File: config.mk
export PLATFORM = sky130hd
export DESIGN_NAME = speculation_slot_manager_flat
export DESIGN_NICKNAME = d
export VERILOG_FILES = /design/src/ssm_pkg.sv /design/src/ssm_if.sv /design/src/ssm_ram.sv /design/src/ssm_datapath.sv /design/src/ssm_ctrl.sv /design/src/speculation_slot_manager.sv /design/src/flat_wrapper.sv
export SDC_FILE = /design/constraint.sdc
export NUM_CORES = 1
export LEC_CHECK = 0
export ABC_CLOCK_PERIOD_IN_PS = 6600
export BUFFER_PORTS_ARGS = -buffer_cell sky130_fd_sc_hd__buf_4
export CORE_ASPECT_RATIO = 0.75
export CORE_MARGIN = 5
export CORE_UTILIZATION = 29
export CTS_BUF_LIST = sky130_fd_sc_hd__clkbuf_4
export DETAILED_ROUTE_END_ITERATION = 12
export HOLD_SLACK_MARGIN = 0.12
export PLACE_DENSITY_LB_ADDON = 0.08
export SETUP_SLACK_MARGIN = 0.2
export SYNTH_ARGS = -nofsm -noshare
export SYNTH_HDL_FRONTEND = slang
export SYNTH_SLANG_ARGS = --single-unit
export TNS_END_PERCENT = 20
File: constraint.sdc
create_clock -name clock -period 6.6 [get_ports clock]
set_input_delay 0.66 -clock clock [delete_from_list [all_inputs] [get_ports clock]]
set_output_delay 0.66 -clock clock [all_outputs]
set_load 0.005 [all_outputs]
File: src/ssm_pkg.sv
// Package for the speculation slot manager: sizes, codes, command/status structs.
// No dependencies.
`timescale 1ns / 1ps
package ssm_pkg;
   localparam int SLOTS = 8;
   localparam int CPUS = 4;
   localparam int BUF_BYTES = 4096;
   localparam int SLOT_W = $clog2(SLOTS);
   localparam int CPU_W = (CPUS > 1) ? $clog2(CPUS) : 1;
   localparam int FILL_DEPTH = SLOTS * CPUS;
   localparam int FILL_AW = $clog2(FILL_DEPTH);
   localparam int LEN_W = 13;

   typedef enum logic [2:0] {
      ST_INACTIVE = 3'd0, ST_ACTIVE = 3'd1, ST_ACTIVEONE = 3'd2,
      ST_ACTIVEMANY = 3'd3, ST_COMMITTING = 3'd4, ST_COMMITTINGMANY = 3'd5,
      ST_DISCARDING = 3'd6, ST_UNUSED = 3'd7
   } slot_st_type;

   typedef enum logic [2:0] {
      K_ALLOC = 3'd0, K_SPEC = 3'd1, K_RECORD = 3'd2, K_COMMIT = 3'd3,
      K_DISCARD = 3'd4, K_CLEAN = 3'd5, K_RSV6 = 3'd6, K_RSV7 = 3'd7
   } kind_type;

   localparam logic [1:0] RS_OK = 2'd0;
   localparam logic [1:0] RS_NOEFF = 2'd1;
   localparam logic [1:0] RS_ILLEGAL = 2'd2;
   localparam logic [1:0] RS_NOFREE = 2'd3;

   typedef struct packed {
      logic [1:0] status;
      logic [3:0] slot_id_out;
      logic [1:0] cpu_out;
      logic granted;
      logic is_transfer;
      logic [12:0] transfer_bytes;
      logic last;
      logic [31:0] busy_failures;
      logic [31:0] unavailable_failures;
   } rsp_type;

   typedef struct packed {
      logic [2:0] kind;
      logic [3:0] slot_id;
      logic [1:0] cpu;
      logic [12:0] length;
   } req_type;
endpackage

File: src/ssm_if.sv
// Valid/ready channel interfaces for requests and results.
// No dependencies.
`timescale 1ns / 1ps
interface ssm_req_if;
   logic valid;
   logic ready;
   logic [2:0] kind;
   logic [3:0] slot_id;
   logic [1:0] cpu;
   logic [12:0] length;
   modport source (output valid, kind, slot_id, cpu, length, input ready);
   modport sink (input valid, kind, slot_id, cpu, length, output ready);
endinterface

interface ssm_rsp_if;
   logic valid;
   logic ready;
   logic [1:0] status;
   logic [3:0] slot_id_out;
   logic [1:0] cpu_out;
   logic granted;
   logic is_transfer;
   logic [12:0] transfer_bytes;
   logic last;
   logic [31:0] busy_failures;
   logic [31:0] unavailable_failures;
   modport source (output valid, status, slot_id_out, cpu_out, granted, is_transfer,
      transfer_bytes, last, busy_failures, unavailable_failures, input ready);
   modport sink (input valid, status, slot_id_out, cpu_out, granted, is_transfer,
      transfer_bytes, last, busy_failures, unavailable_failures, output ready);
endinterface

File: src/ssm_ram.sv
// Generic single-port RAM with registered read.
// No dependencies.
`timescale 1ns / 1ps
module ssm_ram #(
   parameter int WIDTH = 8,
   parameter int DEPTH = 16
) (
   input  logic clock,
   input  logic we,
   input  logic [$clog2(DEPTH)-1:0] addr,
   input  logic [WIDTH-1:0] wdata,
   output logic [WIDTH-1:0] rdata
);
   logic [WIDTH-1:0] mem [DEPTH];
   always_ff @(posedge clock) begin
      if (we) mem[addr] <= wdata;
      rdata <= mem[addr];
   end
endmodule

File: src/ssm_datapath.sv
// Datapath: slot state table, fill-level RAM with per-entry valid bits, counters.
// Depends on ssm_pkg and ssm_ram.
`timescale 1ns / 1ps
module ssm_datapath (
   input  logic clock,
   input  logic reset,
   input  logic                     st_we,
   input  logic [ssm_pkg::SLOT_W-1:0] st_idx,
   input  ssm_pkg::slot_st_type      st_wdata,
   input  logic                     mark_set,
   input  logic                     mark_sweep,
   input  logic                     fill_we,
   input  logic [ssm_pkg::FILL_AW-1:0] fill_addr,
   input  logic [12:0]              fill_wdata,
   input  logic                     busy_inc,
   input  logic                     unav_inc,
   output ssm_pkg::slot_st_type      st_rdata,
   output logic [12:0]              fill_rdata,
   output logic [31:0]              busy_ff,
   output logic [31:0]              unav_ff
);
   ssm_pkg::slot_st_type st_ff [ssm_pkg::SLOTS];
   logic [ssm_pkg::SLOTS-1:0] mark_ff;
   logic [ssm_pkg::FILL_DEPTH-1:0] fvalid_ff;
   logic fvalid_rd_ff;
   logic [12:0] ram_q;

   assign st_rdata = st_ff[st_idx];

   always_ff @(posedge clock) begin
      if (reset) begin
         for (int i = 0; i < ssm_pkg::SLOTS; i++) st_ff[i] <= ssm_pkg::ST_INACTIVE;
         mark_ff <= '0;
         fvalid_ff <= '0;
         busy_ff <= '0;
         unav_ff <= '0;
         fvalid_rd_ff <= 1'b0;
      end else begin
         if (mark_sweep) begin
            for (int i = 0; i < ssm_pkg::SLOTS; i++)
               if (mark_ff[i]) st_ff[i] <= ssm_pkg::ST_INACTIVE;
            mark_ff <= '0;
         end else begin
            if (st_we) st_ff[st_idx] <= st_wdata;
            if (mark_set) mark_ff[st_idx] <= 1'b1;
         end
         if (fill_we) fvalid_ff[fill_addr] <= 1'b1;
         fvalid_rd_ff <= fvalid_ff[fill_addr];
         if (busy_inc) busy_ff <= busy_ff + 32'd1;
         if (unav_inc) unav_ff <= unav_ff + 32'd1;
      end
   end

   ssm_ram #(.WIDTH(13), .DEPTH(ssm_pkg::FILL_DEPTH)) u_fill (
      .clock(clock), .we(fill_we), .addr(fill_addr), .wdata(fill_wdata), .rdata(ram_q));

   assign fill_rdata = fvalid_rd_ff ? ram_q : 13'd0;
endmodule

File: src/ssm_ctrl.sv
// Controller: sequences each request over the slot table and fill RAM.
// Depends on ssm_pkg.
`timescale 1ns / 1ps
module ssm_ctrl (
   input  logic clock,
   input  logic reset,
   input  logic [3:0] slots_in_use,
   input  logic req_valid,
   output logic req_ready,
   input  ssm_pkg::req_type req,
   output logic rsp_valid,
   input  logic rsp_ready,
   output ssm_pkg::rsp_type rsp,
   output logic st_we,
   output logic [ssm_pkg::SLOT_W-1:0] st_idx,
   output ssm_pkg::slot_st_type st_wdata,
   output logic mark_set,
   output logic mark_sweep,
   output logic fill_we,
   output logic [ssm_pkg::FILL_AW-1:0] fill_addr,
   output logic [12:0] fill_wdata,
   output logic busy_inc,
   output logic unav_inc,
   input  ssm_pkg::slot_st_type st_rdata,
   input  logic [12:0] fill_rdata,
   input  logic [31:0] busy_cnt,
   input  logic [31:0] unav_cnt
);
   typedef enum logic [6:0] {
      S_IDLE  = 7'b0000001, S_DISP = 7'b0000010, S_SCAN = 7'b0000100,
      S_RD    = 7'b0001000, S_EXEC = 7'b0010000, S_CLN  = 7'b0100000,
      S_OUT   = 7'b1000000
   } fsm_type;

   fsm_type state_ff, state_in;
   ssm_pkg::req_type q_ff;
   logic [4:0] n_w;
   logic [4:0] sc_ff, sc_in;       // slot scan index, can reach SLOTS
   logic [3:0] cc_ff, cc_in;       // cpu scan index
   logic       cph_ff, cph_in;     // clean phase: 0 mark, 1 drain
   logic       sub_ff, sub_in;     // drain step: 0 read issue, 1 data
   logic       flag_ff, flag_in;   // busy seen / work seen
   logic       outfin_ff, outfin_in; // result ends the request
   ssm_pkg::rsp_type r_ff, r_in;
   logic [ssm_pkg::SLOT_W-1:0] sidx;
   logic [13:0] sum;

   assign n_w = (slots_in_use > 4'(ssm_pkg::SLOTS)) ? 5'(ssm_pkg::SLOTS) : {1'b0, slots_in_use};
   assign sidx = q_ff.slot_id[ssm_pkg::SLOT_W-1:0] - ssm_pkg::SLOT_W'(1);
   assign req_ready = (state_ff == S_IDLE);
   assign rsp_valid = (state_ff == S_OUT);
   assign rsp = '{status: r_ff.status, slot_id_out: r_ff.slot_id_out, cpu_out: r_ff.cpu_out,
      granted: r_ff.granted, is_transfer: r_ff.is_transfer,
      transfer_bytes: r_ff.transfer_bytes, last: r_ff.last,
      busy_failures: busy_cnt, unavailable_failures: unav_cnt};
   assign sum = {1'b0, fill_rdata} + {1'b0, q_ff.length};

   always_comb begin
      state_in = state_ff; sc_in = sc_ff; cc_in = cc_ff; cph_in = cph_ff;
      sub_in = sub_ff; flag_in = flag_ff; outfin_in = outfin_ff; r_in = r_ff;
      st_we = 1'b0; st_idx = sidx; st_wdata = ssm_pkg::ST_INACTIVE;
      mark_set = 1'b0; mark_sweep = 1'b0;
      fill_we = 1'b0; fill_wdata = 13'd0;
      fill_addr = ssm_pkg::FILL_AW'({sidx, q_ff.cpu[ssm_pkg::CPU_W-1:0]});
      busy_inc = 1'b0; unav_inc = 1'b0;
      unique case (state_ff)
         S_IDLE: if (req_valid) state_in = S_DISP;
         S_DISP: begin
            r_in = '0; r_in.last = 1'b1; outfin_in = 1'b1;
            sc_in = '0; cc_in = '0; cph_in = 1'b0; sub_in = 1'b0; flag_in = 1'b0;
            case (q_ff.kind)
               ssm_pkg::K_ALLOC: state_in = S_SCAN;
               ssm_pkg::K_CLEAN: state_in = S_CLN;
               ssm_pkg::K_SPEC, ssm_pkg::K_RECORD, ssm_pkg::K_COMMIT,
               ssm_pkg::K_DISCARD: begin
                  if (q_ff.slot_id == 4'd0) begin
                     r_in.status = ssm_pkg::RS_NOEFF; state_in = S_OUT;
                  end else if ({1'b0, q_ff.slot_id} > n_w) begin
                     r_in.status = ssm_pkg::RS_ILLEGAL; state_in = S_OUT;
                  end else state_in = S_RD;
               end
               default: begin r_in.status = ssm_pkg::RS_NOEFF; state_in = S_OUT; end
            endcase
         end
         S_SCAN: begin
            st_idx = sc_ff[ssm_pkg::SLOT_W-1:0];
            if (sc_ff >= n_w) begin
               r_in.status = ssm_pkg::RS_NOFREE;
               busy_inc = flag_ff; unav_inc = !flag_ff; state_in = S_OUT;
            end else if (st_rdata == ssm_pkg::ST_INACTIVE) begin
               st_we = 1'b1; st_wdata = ssm_pkg::ST_ACTIVE;
               r_in.slot_id_out = 4'(sc_ff + 5'd1); state_in = S_OUT;
            end else begin
               if (st_rdata == ssm_pkg::ST_COMMITTING || st_rdata == ssm_pkg::ST_COMMITTINGMANY
                   || st_rdata == ssm_pkg::ST_DISCARDING) flag_in = 1'b1;
               sc_in = sc_ff + 5'd1;
            end
         end
         S_RD: state_in = S_EXEC; // fill RAM read in flight
         S_EXEC: begin
            state_in = S_OUT;
            r_in.status = ssm_pkg::RS_NOEFF;
            case (q_ff.kind)
               ssm_pkg::K_SPEC: begin
                  if (st_rdata == ssm_pkg::ST_ACTIVE || st_rdata == ssm_pkg::ST_ACTIVEONE ||
                      st_rdata == ssm_pkg::ST_ACTIVEMANY) begin
                     r_in.status = ssm_pkg::RS_OK; r_in.granted = 1'b1;
                  end
                  if (st_rdata == ssm_pkg::ST_ACTIVE) begin
                     st_we = 1'b1; st_wdata = ssm_pkg::ST_ACTIVEONE;
                  end else if (st_rdata == ssm_pkg::ST_ACTIVEONE && fill_rdata == 13'd0) begin
                     st_we = 1'b1; st_wdata = ssm_pkg::ST_ACTIVEMANY;
                  end
               end
               ssm_pkg::K_RECORD: begin
                  if (st_rdata == ssm_pkg::ST_ACTIVEONE || st_rdata == ssm_pkg::ST_ACTIVEMANY) begin
                     r_in.status = ssm_pkg::RS_OK; fill_we = 1'b1;
                     fill_wdata = (sum > 14'(ssm_pkg::BUF_BYTES)) ?
                        13'(ssm_pkg::BUF_BYTES) : sum[12:0];
                  end
               end
               ssm_pkg::K_COMMIT: begin
                  if (st_rdata == ssm_pkg::ST_ACTIVE || st_rdata == ssm_pkg::ST_ACTIVEONE ||
                      st_rdata == ssm_pkg::ST_ACTIVEMANY ||
                      st_rdata == ssm_pkg::ST_COMMITTINGMANY) begin
                     r_in.status = ssm_pkg::RS_OK; r_in.is_transfer = 1'b1;
                     r_in.slot_id_out = q_ff.slot_id; r_in.cpu_out = q_ff.cpu;
                     r_in.transfer_bytes = fill_rdata;
                     fill_we = 1'b1; st_we = 1'b1;
                     if (st_rdata == ssm_pkg::ST_ACTIVEMANY ||
                         st_rdata == ssm_pkg::ST_COMMITTINGMANY ||
                         (st_rdata == ssm_pkg::ST_ACTIVEONE && fill_rdata == 13'd0))
                        st_wdata = ssm_pkg::ST_COMMITTINGMANY;
                     else st_wdata = ssm_pkg::ST_INACTIVE;
                  end
               end
               default: begin // discard
                  if (st_rdata == ssm_pkg::ST_ACTIVE || st_rdata == ssm_pkg::ST_ACTIVEMANY ||
                      st_rdata == ssm_pkg::ST_ACTIVEONE) begin
                     r_in.status = ssm_pkg::RS_OK; fill_we = 1'b1; st_we = 1'b1;
                     st_wdata = (st_rdata == ssm_pkg::ST_ACTIVEONE && fill_rdata != 13'd0) ?
                        ssm_pkg::ST_INACTIVE : ssm_pkg::ST_DISCARDING;
                  end
               end
            endcase
         end
         S_CLN: begin
            st_idx = sc_ff[ssm_pkg::SLOT_W-1:0];
            fill_addr = ssm_pkg::FILL_AW'({sc_ff[ssm_pkg::SLOT_W-1:0],
                                           cc_ff[ssm_pkg::CPU_W-1:0]});
            if (!cph_ff) begin
               // mark pass over enabled slots
               if (sc_ff >= n_w) begin
                  sc_in = '0;
                  if (!flag_ff) begin
                     r_in.status = ssm_pkg::RS_NOEFF; state_in = S_OUT;
                  end else cph_in = 1'b1;
               end else begin
                  if (st_rdata == ssm_pkg::ST_DISCARDING ||
                      st_rdata == ssm_pkg::ST_COMMITTINGMANY) begin
                     mark_set = 1'b1; flag_in = 1'b1;
                  end
                  sc_in = sc_ff + 5'd1;
               end
            end else if (cc_ff >= 4'(ssm_pkg::CPUS)) begin
               mark_sweep = 1'b1;
               r_in = '0; r_in.last = 1'b1; outfin_in = 1'b1; state_in = S_OUT;
            end else if (sc_ff >= n_w) begin
               sc_in = '0; cc_in = cc_ff + 4'd1;
            end else if (!sub_ff) begin
               sub_in = 1'b1; // read issued at this address
            end else begin
               sub_in = 1'b0; sc_in = sc_ff + 5'd1;
               if (st_rdata == ssm_pkg::ST_DISCARDING) fill_we = 1'b1;
               else if (st_rdata == ssm_pkg::ST_COMMITTINGMANY && fill_rdata != 13'd0) begin
                  fill_we = 1'b1;
                  r_in = '0; r_in.is_transfer = 1'b1;
                  r_in.slot_id_out = 4'(sc_ff + 5'd1);
                  r_in.cpu_out = 2'(cc_ff);
                  r_in.transfer_bytes = fill_rdata;
                  outfin_in = 1'b0; state_in = S_OUT;
               end
            end
         end
         S_OUT: if (rsp_ready) state_in = outfin_ff ? S_IDLE : S_CLN;
         default: state_in = S_IDLE;
      endcase
   end

   always_ff @(posedge clock) begin
      if (reset) begin
         state_ff <= S_IDLE;
      end else begin
         state_ff <= state_in;
      end
      if (state_ff == S_IDLE && req_valid) q_ff <= req;
      sc_ff <= sc_in; cc_ff <= cc_in; cph_ff <= cph_in; sub_ff <= sub_in;
      flag_ff <= flag_in; outfin_ff <= outfin_in; r_ff <= r_in;
   end
endmodule

File: src/speculation_slot_manager.sv
// Top level of the speculation slot manager: channels, CSR port, controller, datapath.
// Depends on ssm_pkg, ssm_if, ssm_ctrl, ssm_datapath.
//
// Usage: requests arrive as words on req (kind, slot_id, cpu, length) and
// results leave as words on rsp, one word per result, last set on the
// final word of a request. One request is in work at a time; req_ready is
// high only while idle. Speculate, record, commit and discard pass through dispatch,
// fill RAM read, execute and result; id zero, bad ids and reserved kinds go from
// dispatch to the result; allocate scans the enabled slots in order. Clean marks
// the enabled slots and, with work, walks the single-port fill RAM cpu by cpu and
// slot by slot, a read issue then a data step per pair, with a transfer word for
// each committing pair with bytes. The sequencer returns to idle after the
// result before the next request is taken. A stalled rsp holds the result word
// and the sequencer waits. Reset clears slot states, fill valid bits, the failure
// counters, and sets slots_in_use to 8; no clearing pass is needed.
// The CSR slots_in_use sits at address 0 and is written in the APB access cycle.
`timescale 1ns / 1ps
module speculation_slot_manager (
   input  logic clock,
   input  logic reset,
   ssm_req_if.sink   req,
   ssm_rsp_if.source rsp,
   input  logic        csr_psel,
   input  logic        csr_penable,
   input  logic        csr_pwrite,
   input  logic [0:0]  csr_paddr,
   input  logic [31:0] csr_pwdata,
   output logic [31:0] csr_prdata,
   output logic        csr_pready
);
   logic [3:0] siu_ff;
   ssm_pkg::req_type req_w;
   ssm_pkg::rsp_type rsp_w;
   logic st_we, mark_set, mark_sweep, fill_we, busy_inc, unav_inc;
   logic [ssm_pkg::SLOT_W-1:0] st_idx;
   ssm_pkg::slot_st_type st_wdata, st_rdata;
   logic [ssm_pkg::FILL_AW-1:0] fill_addr;
   logic [12:0] fill_wdata, fill_rdata;
   logic [31:0] busy_cnt, unav_cnt;

   // CSR: single register, write in the access phase
   assign csr_pready = 1'b1;
   assign csr_prdata = (csr_paddr == 1'b0) ? {28'd0, siu_ff} : 32'd0;
   always_ff @(posedge clock) begin
      if (reset) siu_ff <= 4'd8;
      else if (csr_psel && csr_penable && csr_pwrite && csr_paddr == 1'b0)
         siu_ff <= csr_pwdata[3:0];
   end

   assign req_w = '{kind: req.kind, slot_id: req.slot_id, cpu: req.cpu, length: req.length};

   ssm_ctrl u_ctrl (
      .clock, .reset, .slots_in_use(siu_ff),
      .req_valid(req.valid), .req_ready(req.ready), .req(req_w),
      .rsp_valid(rsp.valid), .rsp_ready(rsp.ready), .rsp(rsp_w),
      .st_we, .st_idx, .st_wdata, .mark_set, .mark_sweep, .fill_we, .fill_addr,
      .fill_wdata, .busy_inc, .unav_inc, .st_rdata, .fill_rdata, .busy_cnt, .unav_cnt);

   ssm_datapath u_dp (
      .clock, .reset, .st_we, .st_idx, .st_wdata, .mark_set,
      .mark_sweep, .fill_we, .fill_addr, .fill_wdata, .busy_inc, .unav_inc, .st_rdata,
      .fill_rdata, .busy_ff(busy_cnt), .unav_ff(unav_cnt));

   // drive result word
   assign rsp.status = rsp_w.status;
   assign rsp.slot_id_out = rsp_w.slot_id_out;
   assign rsp.cpu_out = rsp_w.cpu_out;
   assign rsp.granted = rsp_w.granted;
   assign rsp.is_transfer = rsp_w.is_transfer;
   assign rsp.transfer_bytes = rsp_w.transfer_bytes;
   assign rsp.last = rsp_w.last;
   assign rsp.busy_failures = rsp_w.busy_failures;
   assign rsp.unavailable_failures = rsp_w.unavailable_failures;

`ifndef SYNTH
   // never accept a request while a result word is pending
   a_no_overlap: assert property (@(posedge clock) disable iff (reset)
      !(req.ready && rsp.valid)) else $error("request accepted during result");
   // counters move by at most one per cycle
   a_cnt_step: assert property (@(posedge clock) disable iff (reset)
      !(busy_inc && unav_inc)) else $error("both failure counters bumped");
   // a transfer word always names its slot
   a_xfer_slot: assert property (@(posedge clock) disable iff (reset)
      (rsp.valid && rsp.is_transfer) |-> (rsp.slot_id_out != 4'd0))
      else $error("transfer without slot");
`endif
endmodule

File: src/flat_wrapper.sv
// flat-port wrapper written by rule: the top's interface ports become plain ports
module speculation_slot_manager_flat 
  (clock, reset, csr_psel, csr_penable, csr_pwrite, csr_paddr, csr_pwdata, csr_prdata, csr_pready, req_valid, req_kind, req_slot_id, req_cpu, req_length, req_ready, rsp_valid, rsp_status, rsp_slot_id_out, rsp_cpu_out, rsp_granted, rsp_is_transfer, rsp_transfer_bytes, rsp_last, rsp_busy_failures, rsp_unavailable_failures, rsp_ready);
  ssm_req_if req_i ();
  ssm_rsp_if rsp_i ();
  input  logic clock;
  input  logic reset;
  input  logic csr_psel;
  input  logic csr_penable;
  input  logic csr_pwrite;
  input  logic [0:0] csr_paddr;
  input  logic [31:0] csr_pwdata;
  output logic [31:0] csr_prdata;
  output logic csr_pready;
  input wire logic [$bits(req_i.valid)-1:0] req_valid;
  input wire logic [$bits(req_i.kind)-1:0] req_kind;
  input wire logic [$bits(req_i.slot_id)-1:0] req_slot_id;
  input wire logic [$bits(req_i.cpu)-1:0] req_cpu;
  input wire logic [$bits(req_i.length)-1:0] req_length;
  output wire logic [$bits(req_i.ready)-1:0] req_ready;
  output wire logic [$bits(rsp_i.valid)-1:0] rsp_valid;
  output wire logic [$bits(rsp_i.status)-1:0] rsp_status;
  output wire logic [$bits(rsp_i.slot_id_out)-1:0] rsp_slot_id_out;
  output wire logic [$bits(rsp_i.cpu_out)-1:0] rsp_cpu_out;
  output wire logic [$bits(rsp_i.granted)-1:0] rsp_granted;
  output wire logic [$bits(rsp_i.is_transfer)-1:0] rsp_is_transfer;
  output wire logic [$bits(rsp_i.transfer_bytes)-1:0] rsp_transfer_bytes;
  output wire logic [$bits(rsp_i.last)-1:0] rsp_last;
  output wire logic [$bits(rsp_i.busy_failures)-1:0] rsp_busy_failures;
  output wire logic [$bits(rsp_i.unavailable_failures)-1:0] rsp_unavailable_failures;
  input wire logic [$bits(rsp_i.ready)-1:0] rsp_ready;
  assign req_i.valid = req_valid;
  assign req_i.kind = req_kind;
  assign req_i.slot_id = req_slot_id;
  assign req_i.cpu = req_cpu;
  assign req_i.length = req_length;
  assign req_ready = req_i.ready;
  assign rsp_valid = rsp_i.valid;
  assign rsp_status = rsp_i.status;
  assign rsp_slot_id_out = rsp_i.slot_id_out;
  assign rsp_cpu_out = rsp_i.cpu_out;
  assign rsp_granted = rsp_i.granted;
  assign rsp_is_transfer = rsp_i.is_transfer;
  assign rsp_transfer_bytes = rsp_i.transfer_bytes;
  assign rsp_last = rsp_i.last;
  assign rsp_busy_failures = rsp_i.busy_failures;
  assign rsp_unavailable_failures = rsp_i.unavailable_failures;
  assign rsp_i.ready = rsp_ready;
  speculation_slot_manager u_core (.clock(clock), .reset(reset), .req(req_i), .rsp(rsp_i), .csr_psel(csr_psel), .csr_penable(csr_penable), .csr_pwrite(csr_pwrite), .csr_paddr(csr_paddr), .csr_pwdata(csr_pwdata), .csr_prdata(csr_prdata), .csr_pready(csr_pready));
endmodule
Word level (Yosys, flattened, before mapping)
Memory sizes are Yosys's and may differ from the RTL's. A register that Yosys moved wholly into a read port is not among the register bits.
Cells that the tools add are included.

word-level totals
  logic and storage cells = 329
  memory bits (writable) = 440
  bits in registers = 175
  bits of input ports = 62
  output and inout bits = 123
  memories kept = 2

operators by class
  bitwise gates (word level) = 11
  add/sub/neg operators = 6
  muxes and demuxes = 184
  $lt $le $gt $ge = 9
  reductions and logical operators = 45
  eq/ne operators = 48

memories
  name                    depth  bits a word  rd ports  clocked after Yosys merged registers in  wr ports  RTL line            source
  u_core.u_dp.u_fill.mem  32     13           1         1                                        1         ssm_ram.sv:14       logic [WIDTH-1:0] mem [DEPTH];
  u_core.u_dp.st_ff       8      3            1         0                                        8         ssm_datapath.sv:22  ssm_pkg::slot_st_type st_ff [ssm_pkg::SLOTS];

operators by type and width
  kind                                                   number
  2-to-1 mux 88 bit                                      5
  case mux 65 bit (2 select lines)                       1
  2-to-1 mux 7 bit                                       15
  2-to-1 mux 1 bit                                       94
  2-to-1 mux 86 bit                                      1
  2-to-1 mux 13 bit                                      5
  adder 32 x 1 -> 32 bit (second input constant)         2
  case mux 17 bit (3 select lines)                       1
  case mux 7 bit (7 select lines)                        1
  2-to-1 mux 3 bit                                       16
  2-to-1 mux 5 bit                                       8
  bitwise OR 32 bit                                      1
  2-to-1 mux 14 bit                                      2
  2-to-1 mux 4 bit                                       7
  inequality test 2 bit (second input constant)          14
  inequality test 3 bit (second input constant)          8
  case mux 6 bit (4 select lines)                        1
  AND reduction 8 bit                                    3
  case mux 7 bit (3 select lines)                        1
  inequality test 4 bit (second input constant)          5
  equality test 3 bit (second input constant)            5
  case mux 5 bit (3 select lines)                        1
  adder 13 x 13 -> 14 bit                                1
  > comparator 14 x 13 -> 1 bit (second input constant)  1
  55 further kinds                                       104

Depth between registers and ports, before layout
An unclocked memory read counts as a cell.

  depth after elaboration = 17
  gate-level depth with buffers = 14
  depth with buffers taken out = 13

Hierarchy
Synthesis repeated with hierarchy kept, for this count alone.

unflattened totals
  cell total of the unflattened synthesis = 2074
  area, all modules = 27343.7 µm²

modules (own cells, without submodules)
  module                    area an instance (µm²)  instances  seq. area each (µm²)  cells each
  ssm_ram                   16311.9                 1          12752.2               890
  ssm_datapath              5960.7                  1          2822.7                644
  ssm_ctrl                  4624.4                  1          1881.8                487
  speculation_slot_manager  446.7                   1          80.1                  53

Worst setup path before layout
Ideal clock, no wire load.

  kind = reg-to-reg
  start = register u_core.u_ctrl.q_ff[15] (netlist bit)
  end = memory u_core.u_dp.u_fill.mem[0][4], data pin
  path buffers = 2
  required time = 6059 ps
  period minus slack after synthesis = 5329 ps
  setup time = 541 ps
  path slack = 1271 ps
  data arrival time = 4788 ps
  cell stages (with the launch flop) = 13
  cell sequence = edfxtp_1 clkbuf_1 inv_1 ha_1 xor2_1 mux2i_1 nor3_1 o31ai_1 o211ai_1 or4_1 a211o_1 buf_6 nor4_1

between the ends
  cells in the longest elaborated chain, start to end = 8
  elaborated cells between the ends (all ways) = 9
  those cells by class = add/sub (1); eq/ne (2); mux (4); reduce/logical (1); memory (1)

ends and longest elaborated chain
  what                           RTL line                        source
  start: declaration             ssm_ctrl.sv:36                  ssm_pkg::req_type q_ff;
  start signal: assignment       ssm_ctrl.sv:196                 if (state_ff == S_IDLE && req_valid) q_ff <= req;
  subtractor 3 x 1 -> 3 bit (*)  ssm_ctrl.sv:49                  assign sidx = q_ff.slot_id[ssm_pkg::SLOT_W-1:0] - ssm_pkg::SLOT_W'(1);
  2-to-1 mux 3 bit (*)           ssm_ctrl.sv:66                  unique case (state_ff)
  memory (8 x 3 bit) (*)         --
  equality test 3 x 2 -> 1 bit   ssm_ctrl.sv:116                 if (st_rdata == ssm_pkg::ST_ACTIVEONE || st_rdata == ssm_pkg::ST_ACTIVEMANY) begin
  logical OR 1 bit (*)           ssm_ctrl.sv:116
  2-to-1 mux 13 bit (*)          ssm_ctrl.sv:116
  2-to-1 mux 13 bit (*)          ssm_ctrl.sv:103                 case (q_ff.kind)
  2-to-1 mux 13 bit (*)          ssm_ctrl.sv:66
  via u_core.fill_wdata[4]       speculation_slot_manager.sv:38  logic [12:0] fill_wdata, fill_rdata;
  end: declaration               ssm_ram.sv:14

Mark *: on every way through the listed nets, which the timed path passes. The rest lies on a longest branch.

Worst setup path after layout
  start = register u_core.u_ctrl.q_ff[15] (netlist bit)
  end = memory u_core.u_dp.u_fill.mem[11][9], data pin

Same word-level chain as after synthesis.

==> results.py <==
metrics = {
    "sta": {
        "fin_worst_skew_ps": 49.7,
        "setup_viol": 0,
        "whs_ps": 371,
        "min_period_ps": 5390,
        "maxSlewHeadroom_pct": 20.5,
        "tns_ps": 0,
        "clock.fmax_ghz": 0.186,
        "hold_violations": 0,
        "slew_viol_final": 0,
        "worstMarginPinSlew_ps": 1190,
        "rsz0062_at_grt": "false",
        "period_share_pct": 81.7,
    },
    "min_path": {
        "hold_path_class": "in2reg",
        "hold_depth": 2,
        "min-delay-start": "req_length[1]",
        "worstHoldEndpoint": "u_core.u_ctrl.q_ff[1]",
    },
    "place": {
        "io_buffer_count": 127,
        "gp_congestion": 0.816,
        "dp_hpwl_um": 53300,
    },
    "floorplanning": {
        "initial_utilization_pct": 29.1,
        "core_um2": 89300,
        "die_y_um": 269,
        "dieArea_um2": 95800,
        "num_rows": 95,
        "die_x_um": 356,
        "ioPinCount": 185,
    },
    "drt": {
        "routed_wl_um": 82900,
        "firstDrtPassIters": 6,
        "postRouteAntennaNets": 0,
        "drt-wirelength-per-cell_um": 23.4,
        "drc_errors": 0,
        "vias": 17600,
        "initialDrtViolationCount": 1343,
        "via_per_inst": 4.98,
    },
    "pwr": {
        "total_leakage_power_nw": 11.8,
        "ir_drop_mv": 0.177,
        "power_density_nw_per_um2": 308,
    },
    "global_routing": {
        "grt_max_degree": 77,
        "grt_usage_pct": 16.9,
        "grt_pass1_wl_um": 120000,
        "overflow": 0,
        "grt_antenna_before_repair": 7,
        "grt_pass1_vias": 17600,
    },
    "worst_setup_path": {
        "worstReg2RegEnd": "u_core.u_dp.u_fill.mem[11][9]",
        "critPathKind": "reg2reg",
        "r2r_setup_slack_ps": 1210,
        "critPathArrivalTime_ps": 6220,
        "timing.rr.start": "u_core.u_ctrl.q_ff[15]",
        "cp_max_fo": 18,
        "start_kind": "flip-flop",
        "cp.required_ps": 7430,
        "cp-end-kind": "flip-flop",
        "r2r_cells": 13,
    },
    "synth": {
        "synth_top_area_share_pct": 57.6,
        "synth_cells": 1879,
        "synth_ff_type": "edfxtp_1",
        "ys_ff_latch": 627,
        "synth_area_leaders": "edfxtp_1 58%, dfxtp_1 9.9%, a22o_1 3.6%",
        "synth_top_area_cell": "edfxtp_1",
        "synth_area_per_cell_um2": 13.8,
        "synth.distinct_cells": 91,
        "yosys_warnings": 0,
        "ys_async_sr_fraction_pct": 0,
        "ys_seq_area_share_pct": 67.5,
        "synth_edf_count": 498,
        "yosys-top-cells-count": "498 x edfxtp_1, 148 x nor2_1, 129 x dfxtp_1",
        "synth_most_common_cell": "edfxtp_1",
        "synthesis.area_um2": 26000,
    },
    "clock_tree": {
        "cts-root-buf": "clkbuf_4",
        "cts_resized": 0,
        "path_clk_slew_ps": 70,
        "cts_max_path_buffers": 3,
        "cts_max_level": 4,
        "clk_latency_ps": 1020,
        "cts.sinks": 627,
        "numCtsBuffers": 165,
        "tritoncts": "done",
    },
    "job": {
        "maxCapViolCount": 0,
    },
    "final_layout": {
        "multiInputGateArea_um2": 7980,
        "fillers": 8800,
        "nets": 2275,
        "drive_above_1_share_pct": 24.2,
        "register_area_um2": 17500,
        "area_growth_pct": 20.6,
    },
    "run_status": {
        "status": "complete, no violations",
    },
}
==> power by group <==
group	total, W	internal, W	switching, W
clock network	0.00368	0.00201	0.00167
registers	0.00443	0.00434	0.0000938
logic	0.00156	0.000437	0.00112
==> cells by family after synthesis <==
kind of cell,synth area share (%)
AND/OR/NAND/NOR,10.0
XOR/XNOR,2.56
multiplexers,0.472
AO/OA/AOI/OAI,15.4
adder cells (fa/ha/maj),1.33
buffers and inverters,2.68
flip-flops,67.5
other,0.0289
==> layer usage <==
metal / up-vias / global-route usage (%) / share of wire [%]
li1: 8128 / - / -
met1: 8878 / 25.3 / 50
met2: 499 / 23.7 / 41
met3: 130 / 4.36 / 6.2
met4: 2 / 5.43 / 2.2
met5: - / 0 / 0.016
==> cell type report <==
cell class | instances | area share (%)
antenna | 9 | 0.0718
clock buffer | 270 | 6.47
timing repair buffer | 234 | 6.02
sequential | 627 | 55.9
clock inverter | 35 | 0.898
multi-input combinational | 1131 | 25.4
inverter | 27 | 0.323
tap | 1212 | 4.84
==> placed cells by master (no fill, tap or decap), types with 52 or more instances in the layout <==
cell	n
buf_4	194
dfxtp_1	129
edfxtp_1	498
clkbuf_4	270
nand2_1	70
a221oi_1	106
a21oi_1	53
a22o_1	107
nor2_1	145
xor2_1	57
o22ai_1	52
==> what timing repair did <==
item | in CTS | in global routing
hold buffers | 37 | 0
endpoints found under the hold margin | 43 | 0
setup buffers | 0 | 0
==> worst max-delay path by stage <==
| stage | from | endpoint | cells past startpoint |
|---|---|---|---|
| floorplan | u_core.u_ctrl.q_ff[15] | u_core.u_dp.u_fill.mem[0][4] | 12 |
| global placement | u_core.u_ctrl.q_ff[15] | u_core.u_dp.u_fill.mem[31][9] | 13 |
| detailed placement | u_core.u_ctrl.q_ff[15] | u_core.u_dp.u_fill.mem[29][9] | 13 |
| CTS | u_core.u_ctrl.q_ff[15] | u_core.u_dp.u_fill.mem[3][9] | 13 |
| global route | u_core.u_ctrl.q_ff[15] | u_core.u_dp.u_fill.mem[3][9] | 13 |
| finish | u_core.u_ctrl.q_ff[15] | u_core.u_dp.u_fill.mem[11][9] | 13 |
==> through the flow <==
step / std cells / cell area [um2] / worst slack, ps / power (W) / util [%]
after floorplan: 1906 / 26100 / 1270 / 0.00577 / -
after global routing: 3539 / 31300 / 896 / 0.0101 / 35.1
after global placement: 3194 / 28600 / 1250 / 0.00605 / 32.1
final: 3545 / 31300 / 1210 / 0.00967 / 35.1
after CTS: 3536 / 31300 / 1150 / 0.00983 / 35.1
after detailed placement: 3194 / 28600 / 1170 / 0.00605 / 32.1
==> sequential cells by signal, indices dropped and copies added (netlist names) <==
signal / cells
u_core.u_ctrl.state_ff: 7
u_core.u_ctrl.sc_ff: 5
u_core.u_ctrl.cph_ff: 1
u_core.u_dp.busy_ff: 32
u_core.u_dp.mark_ff: 8
u_core.u_dp.st_ff: 24
u_core.u_dp.fvalid_rd_ff: 1
u_core.u_ctrl.q_ff: 22
u_core.u_ctrl.flag_ff: 1
u_core.siu_ff: 4
u_core.u_dp.fvalid_ff: 32
u_core.u_ctrl.outfin_ff: 1
u_core.u_dp.u_fill.mem: 416
u_core.u_ctrl.cc_ff: 4
u_core.u_dp.unav_ff: 32
u_core.u_ctrl.sub_ff: 1
u_core.u_ctrl.rsp: 23
u_core.u_dp.u_fill.rdata: 13
==> critical path, cell delays in order, from the launching register on <==
cell and delay, ps:
edfxtp_1 570, inv_1 360, ha_1 280, xor2_1 450, mux2i_1 270, nor3_1 70, o31ai_1 250, o211ai_1 210
buf_4 240, or4_1 590, a211o_1 490, nand2b_4 230, nor2_2 850, buf_4 350
Power figures use the tool's default switching activity.
